$ cat config.mk
export PLATFORM = sky130hd
export DESIGN_NAME = ngrp_ctrl
export DESIGN_NICKNAME = d
export VERILOG_FILES = /design/src/design/ngrp_pkg.sv /design/src/design/ngrp_ctrl.sv
export SDC_FILE = /design/constraint.sdc
export NUM_CORES = 1
export LEC_CHECK = 0
export BUFFER_PORTS_ARGS = -buffer_cell sky130_fd_sc_hd__buf_2
export CORE_AREA = 2 2 39 41
export DETAILED_ROUTE_END_ITERATION = 7
export DIE_AREA = 0 0 41 43
export PLACE_DENSITY = 0.3
export SLEW_MARGIN = 20
export SYNTH_ARGS = -nofsm -noshare
export SYNTH_HDL_FRONTEND = slang
export SYNTH_SLANG_ARGS = --single-unit
$ cat constraint.sdc
create_clock -name clock -period 1.2 [get_ports clock]
set_input_delay 0.06 -clock clock [delete_from_list [all_inputs] [get_ports clock]]
set_output_delay 0.06 -clock clock [all_outputs]
set_load 0.01 [all_outputs]
$ cat src/design/ngrp_pkg.sv
// Package for the nested group assigner: field widths, transaction layout,
// register indexes and the command/status types between controller and datapath.
// No dependencies.
package ngrp_pkg;

   // Field widths of one request and one response
   localparam int ROW_W       = 31;
   localparam int KEY_W       = 64;
   localparam int KEY_FIELDS  = 4;
   localparam int NEST_ID_W   = 7;

   // Stream layout
   localparam int REQ_TDATA_W = 288;   // row_index, key_a .. key_d, zero pad
   localparam int RSP_TDATA_W = 8;     // nest_id, zero pad
   localparam int RSP_TUSER_W = 2;     // opened_nest, table_full

   // Register port
   localparam int CSR_IDX_W   = 1;
   localparam int CSR_DATA_W  = 3;
   localparam int CFG_COLS_W  = 3;

   localparam logic [CSR_IDX_W-1:0] CSR_CHECK_ORDER = 1'b0;
   localparam logic [CSR_IDX_W-1:0] CSR_COLS_IN_USE = 1'b1;

   // Controller to datapath
   typedef struct packed {
      logic load;     // capture the incoming transaction, rewind the scan
      logic scan;     // issue the next table read
      logic decide;   // latch where the item goes
      logic commit;   // write the table and present the result
   } ngrp_cmd_type;

   // Datapath to controller
   typedef struct packed {
      logic quick;      // restart flag or empty table
      logic hit;        // the entry under compare fits
      logic exhausted;  // every nest in use was compared without a fit
      logic rsp_free;   // the result register can take a new result
   } ngrp_sts_type;

endpackage

$ cat src/design/ngrp_ctrl.sv
// Controller of the nested group assigner: idle / scan / finish sequencing.
// Depends on ngrp_pkg for the command and status types.
module ngrp_ctrl import ngrp_pkg::*; (
   input  logic         clock,
   input  logic         reset,
   input  logic         req_tvalid,
   output logic         req_tready,
   input  ngrp_sts_type sts,
   output ngrp_cmd_type cmd
);

   localparam logic [1:0] ST_IDLE   = 2'd0;
   localparam logic [1:0] ST_SCAN   = 2'd1;
   localparam logic [1:0] ST_FINISH = 2'd2;

   logic [1:0] state_ff, state_in;

   assign req_tready = (state_ff == ST_IDLE);

   // Next state and commands
   always_comb begin
      state_in = state_ff;
      cmd      = '0;
      unique case (state_ff)
         ST_IDLE: begin
            if (req_tvalid) begin
               cmd.load = 1'b1;
               state_in = ST_SCAN;
            end
         end
         ST_SCAN: begin
            if (sts.quick || sts.hit || sts.exhausted) begin
               cmd.decide = 1'b1;
               state_in   = ST_FINISH;
            end else begin
               cmd.scan = 1'b1;
            end
         end
         ST_FINISH: begin
            if (sts.rsp_free) begin
               cmd.commit = 1'b1;
               state_in   = ST_IDLE;
            end
         end
         default: state_in = ST_IDLE;
      endcase
   end

   always_ff @(posedge clock) begin
      if (reset) begin
         state_ff <= ST_IDLE;
      end else begin
         state_ff <= state_in;
      end
   end

endmodule

==> out/qor.csv, run 1 <==
metric;value;unit
Clk pin slew, worst setup/hold paths;0.03;ns
CP required;1.14;ns
placed cell count;42;
most frequent cells in the layout;11 x buf_2, 4 x nor2_1, 3 x clkbuf_4, 2 x dfxtp_2;
critical path cell sequence;or2b_1 > nor4_2 > buf_2;
CP max FO;6;
Die Y;43;um
kind of cell adding the most delay to the critical path;simple AND/OR/NAND/NOR gates;
CTS tree;built;
DR vias;166;
WL met2;151;um
Synth Area per Inst;8.34;sq um
pre-CTS setup slack;0.165;ns
die footprint;0.00176;sq mm
Achievable Freq;858;MHz
Most flops, register;state_ff;
CP max-delay cell;dfxtp_2;
initial antenna violation count;0;
clk_skew;0.00197;ns
Setup crit end kind;output port;
Buf/Inv on CP;1;
Post-Synthesis Cell Area;125;sq um
Leakage;0.108;nW
Ys Warns;0;
largest net degree at the start of global routing;7;
biggest regs;state_ff x2;
vias in the first global route;173;
Critical Path Start Type;register;
Longest Clk Path Bufs;2;
Tot Pwr;0.281;mW
I/O Buffers;11;
commonest non-fill, non-tap cell in the layout;buf_2;
core footprint;0.00138;sq mm
post-synth net total;22;
Worst EP arrival;1.11;ns
Worst-Margin Slew;0.331;ns
Worst Setup Path Type;register to output port;
Final Instance Area;233;sq um
initial core utilization;9.04;%
outcome;complete, no violations;
DRC;0;
# rows;14;
Highest Signal Layer;met3;
met1 WL;172;um
worst-skew pair later-pin latency;0.22;ns
Slew Limit Fails;0;
Area Overhead vs Synth;86.0;%
number of vias per cell;3.61;
Num CTS Buffers;3;
min cycle time layout;1.17;ns
placed standard-cell area;200;sq um
# Max-Cap Violations;0;
Yosys cell types;11;
root buf cell;clkbuf_4;
Syn Inst Count;15;
Max stage delay on crit path;0.33;ns
r2r setup slk;0.07;ns
Largest register FFs;2;
worst hold margin;0.0699;ns
Rel. slew slack;77.8;%
RePlAce Congestion;0.504;
fin worst setup slack;0.0347;ns
Setup-failing EPs final;0;
RSZ-0062 raised after global routing;true;
GRT overflow;0;
P per Cell Area;1210;mW/mm^2
Final ANT Viol Nets;0;
flops & latches, synth;2;
setup TNS;0;ns
fin crit share;97.1;%
final core occ;16.8;%
gr usage total;6.11;%
VDD IR max;0.272;mV
first-pass GRT wire length;669;um
HP Class;primary input to register;
Nets;39;
Chip Width;41;um
Ant. Diodes;0;
Finished Layout Cells;46;
register area share after synthesis;32.0;%
drt wl/cell;8.48;um
H-tree depth;1;
final wirelength;390;um
First-pass DRT Iterations;2;
Fin. Hold Viols;0;
met3 routed WL;66;um
share of layout cells above drive strength 1;60.0;%
clk sinks;2;
io pins;12;
First DRT Iteration DRCs;1;
## report_power, final
group / internal, mW / switching, mW / total, mW
Combinational: 0.0278 / 0.0280 / 0.0557
Clock: 0.110 / 0.0381 / 0.148
Sequential: 0.0727 / 0.00383 / 0.0765
Total: 0.211 / 0.0699 / 0.281
## timing repair
action,in CTS,in global routing
endpoints found under the setup margin,2,1
endpoints found under the hold margin,0,0
hold buffers,0,0
cloned,0,0
setup buffers,1,0
gates resized for setup,2,0
## cell families after synthesis
logic type,count (synthesis),synth area share [%]
flip-flops,2,32.0
AO/OA/AOI/OAI,2,13.0
AND/OR/NAND/NOR,11,55.0
## final timing paths
path | cells past startpoint | end | from
setup / recovery | 3 | cmd[2] | state_ff[1]
hold / removal | 2 | state_ff[1] | reset
setup reg to reg | 3 | state_ff[1] | state_ff[0]
hold reg to reg | 2 | state_ff[0] | state_ff[0]
## routing by layer
layer	up-vias	global-route usage, %
met5	-	0
met2	12	6.56
met4	0	8.00
met1	66	7.03
met3	0	3.14
li1	88	-
## synth_stat cells
library cell / n / area (sq um)
nand2_1: 1 / 3.75
or2b_1: 1 / 7.51
nor4_2: 1 / 12.5
and2_1: 1 / 6.26
nor2_1: 4 / 15.0
dfxtp_1: 2 / 40.0
a31o_1: 1 / 8.76
o31ai_1: 1 / 7.51
nor3_1: 1 / 5.00
or4b_1: 1 / 10.0
nor4b_1: 1 / 8.76
## final cells by class
type	count	area, sq um
clock buffer	3	22.5
timing repair buffer	12	62.6
sequential	2	42.5
multi-input combinational	13	85.1
tap	16	20.0
fill	161	1150
Note: power is estimated with default switching activity, not from simulation.
==> inputs of run 2 (changes only) <==
ABC_AREA = 1   (was default)
PLACE_DENSITY = 0.31   (was 0.3)
==> run 2 against run 1 <==
Against the previous run: combinational power shrank 6.8%; global-route usage shrank 1.0 points; routed wire length shrank 16%; synthesized cell count grew 33%; total power shrank 1.2%; clock-buffer cell count is the same; register-to-register slack gained 0.33 ns; area after synthesis grew 4.0%; critical path type unchanged; critical endpoint is now cmd[1]; largest cell class unchanged; largest power group unchanged.
==> out/qor.csv, run 2 <==
metric;value;unit
outcome;complete, no violations;
Final ANT Viol Nets;0;
CTS tree;built;
CP required;1.14;ns
# Max-Cap Violations;0;
Nets;43;
clk_skew;0.00258;ns
RSZ-0062 raised after global routing;false;
first-pass GRT wire length;455;um
CP Capture Point;cmd[1];
gr usage total;5.11;%
Most flops, register;state_ff;
CTS-repair resized insts;0;
I/O Buffers;11;
Finished Layout Cells;50;
Slew Limit Fails;0;
VDD IR max;0.416;mV
P per Cell Area;1220;mW/mm^2
r2r setup slk;0.40;ns
flops & latches, synth;2;
H-tree depth;1;
Yosys top cell area share;30.8;%
Die Y;43;um
DR vias;159;
Syn Inst Count;20;
Post-Synthesis Cell Area;130;sq um
Worst EP arrival;0.99;ns
final wirelength;327;um
clk sinks;2;
Worst Setup Path Type;register to output port;
CTS Hold Bufs;0;
fin worst setup slack;0.151;ns
Clk pin slew, worst setup/hold paths;0.03;ns
Chip Width;41;um
synth top area cells;dfxtp_1 31%, inv_1 14%, a21oi_2 13%, nand2_1 12%, nor2_2 9.6%;
share of layout cells above drive strength 1;58.8;%
drt wl/cell;6.54;um
Final Instance Area;228;sq um
fin crit share;87.4;%
Post-synth EDFFs;0;
io pins;12;
# rows;14;
leading area contributor after synthesis;dfxtp_1;
Synth Area per Inst;6.51;sq um
origin of the critical flop-to-flop path;state_ff[0];
RePlAce Congestion;0.511;
number of vias per cell;3.18;
First-pass DRT Iterations;3;
commonest non-fill, non-tap cell in the layout;buf_2;
Longest Clk Path Bufs;2;
post-CTS setup repair buffer count;0;
most frequent cell after synthesis;inv_1;
initial core utilization;9.40;%
Largest register FFs;2;
initial antenna violation count;0;
Worst R2R Path Depth;4;
First DRT Iteration DRCs;1;
FF-to-FF End;state_ff[0];
kind of cell adding the most delay to the critical path;flip-flops;
Fin. Hold Viols;0;
register area share after synthesis;30.8;%
CP startpoint;state_ff[0];
die footprint;0.00176;sq mm
Num CTS Buffers;3;
setup TNS;0;ns
most instantiated cells after synthesis;5 x inv_1, 4 x nand2_1;
Worst-Margin Slew;0.167;ns
Setup-failing EPs final;0;
biggest regs;state_ff x2;
GRT overflow;0;
placed cell count;47;
pre-CTS setup slack;0.377;ns
Ant. Diodes;0;
CP max FO;3;
WP depth;5;
min cycle time layout;1.05;ns
largest net degree at the start of global routing;5;
DRC;0;
Setup crit end kind;output port;
Critical Path Start Type;register;
root buf cell;clkbuf_4;
post-synth net total;27;
Achievable Freq;953;MHz
Max stage delay on crit path;0.34;ns
Buf/Inv on CP;3;
vias in the first global route;126;
CP max-delay cell;dfxtp_1;
critical path cell sequence;inv_2 > nor2_2 > nand2_1 > inv_1 > buf_2;
Leakage;0.135;nW
Rel. slew slack;88.9;%
Ys Warns;0;
worst-skew pair later-pin latency;0.23;ns
HP Class;primary input to register;
prevailing post-synth register cell;dfxtp_1;
asr flop ratio synth;0;%
most frequent cells in the layout;11 x buf_2, 5 x inv_1, 4 x nand2_1, 3 x clkbuf_4;
core footprint;0.00138;sq mm
Area Overhead vs Synth;75.0;%
placed standard-cell area;205;sq um
Yosys cell types;9;
-- run 2: metal layers --
layer  GRT usage, %  part of all wire [%]
met2           4.38                    38
met5              0                     0
met3           7.85                    17
met4           6.00                     0
met1           4.15                    45
-- run 2: power by group --
group,internal (mW),leakage (nW),total [mW],switching [mW]
sequential,0.0715,0.0165,0.0756,0.00416
clock,0.110,0.0138,0.150,0.0393
combinational,0.0234,0.105,0.0519,0.0284
total,0.205,0.135,0.277,0.0719
-- run 2: worst min path at each step --
stage               cells after the start   from  slack (ns)           to
floorplan                               1  reset        0.12  state_ff[0]
global placement                        2  reset        0.26  state_ff[1]
detailed placement                      2  reset        0.25  state_ff[1]
CTS                                     2  reset       0.008  state_ff[1]
global route                            2  reset        0.01  state_ff[1]
finish                                  2  reset        0.02  state_ff[1]
-- run 2: area by class of cell --
class,count,area (sq um)
inverters,6,22.5
repair buffers,11,55.1
multi-input cells,12,67.6
fillers,173,1160
well taps,16,20.0
clock buffers,3,22.5
flip-flops and latches,2,40.0
-- run 2: cell families after synthesis --
group / count (synthesis) / synth area share [%]
AO/OA/AOI/OAI: 2 / 13.5
flip-flops: 2 / 30.8
buffers and inverters: 6 / 17.3
AND/OR/NAND/NOR: 10 / 38.5
-- run 2: metrics by stage --
stage,power [mW],hold WS [ns],util (%)
final,0.277,0.0185,16.5
after CTS,0.289,0.00797,16.5
after global placement,0.130,0.260,14.8
after floorplan,0.105,0.122,-
after detailed placement,0.129,0.252,14.8
after global routing,0.304,0.0109,16.5
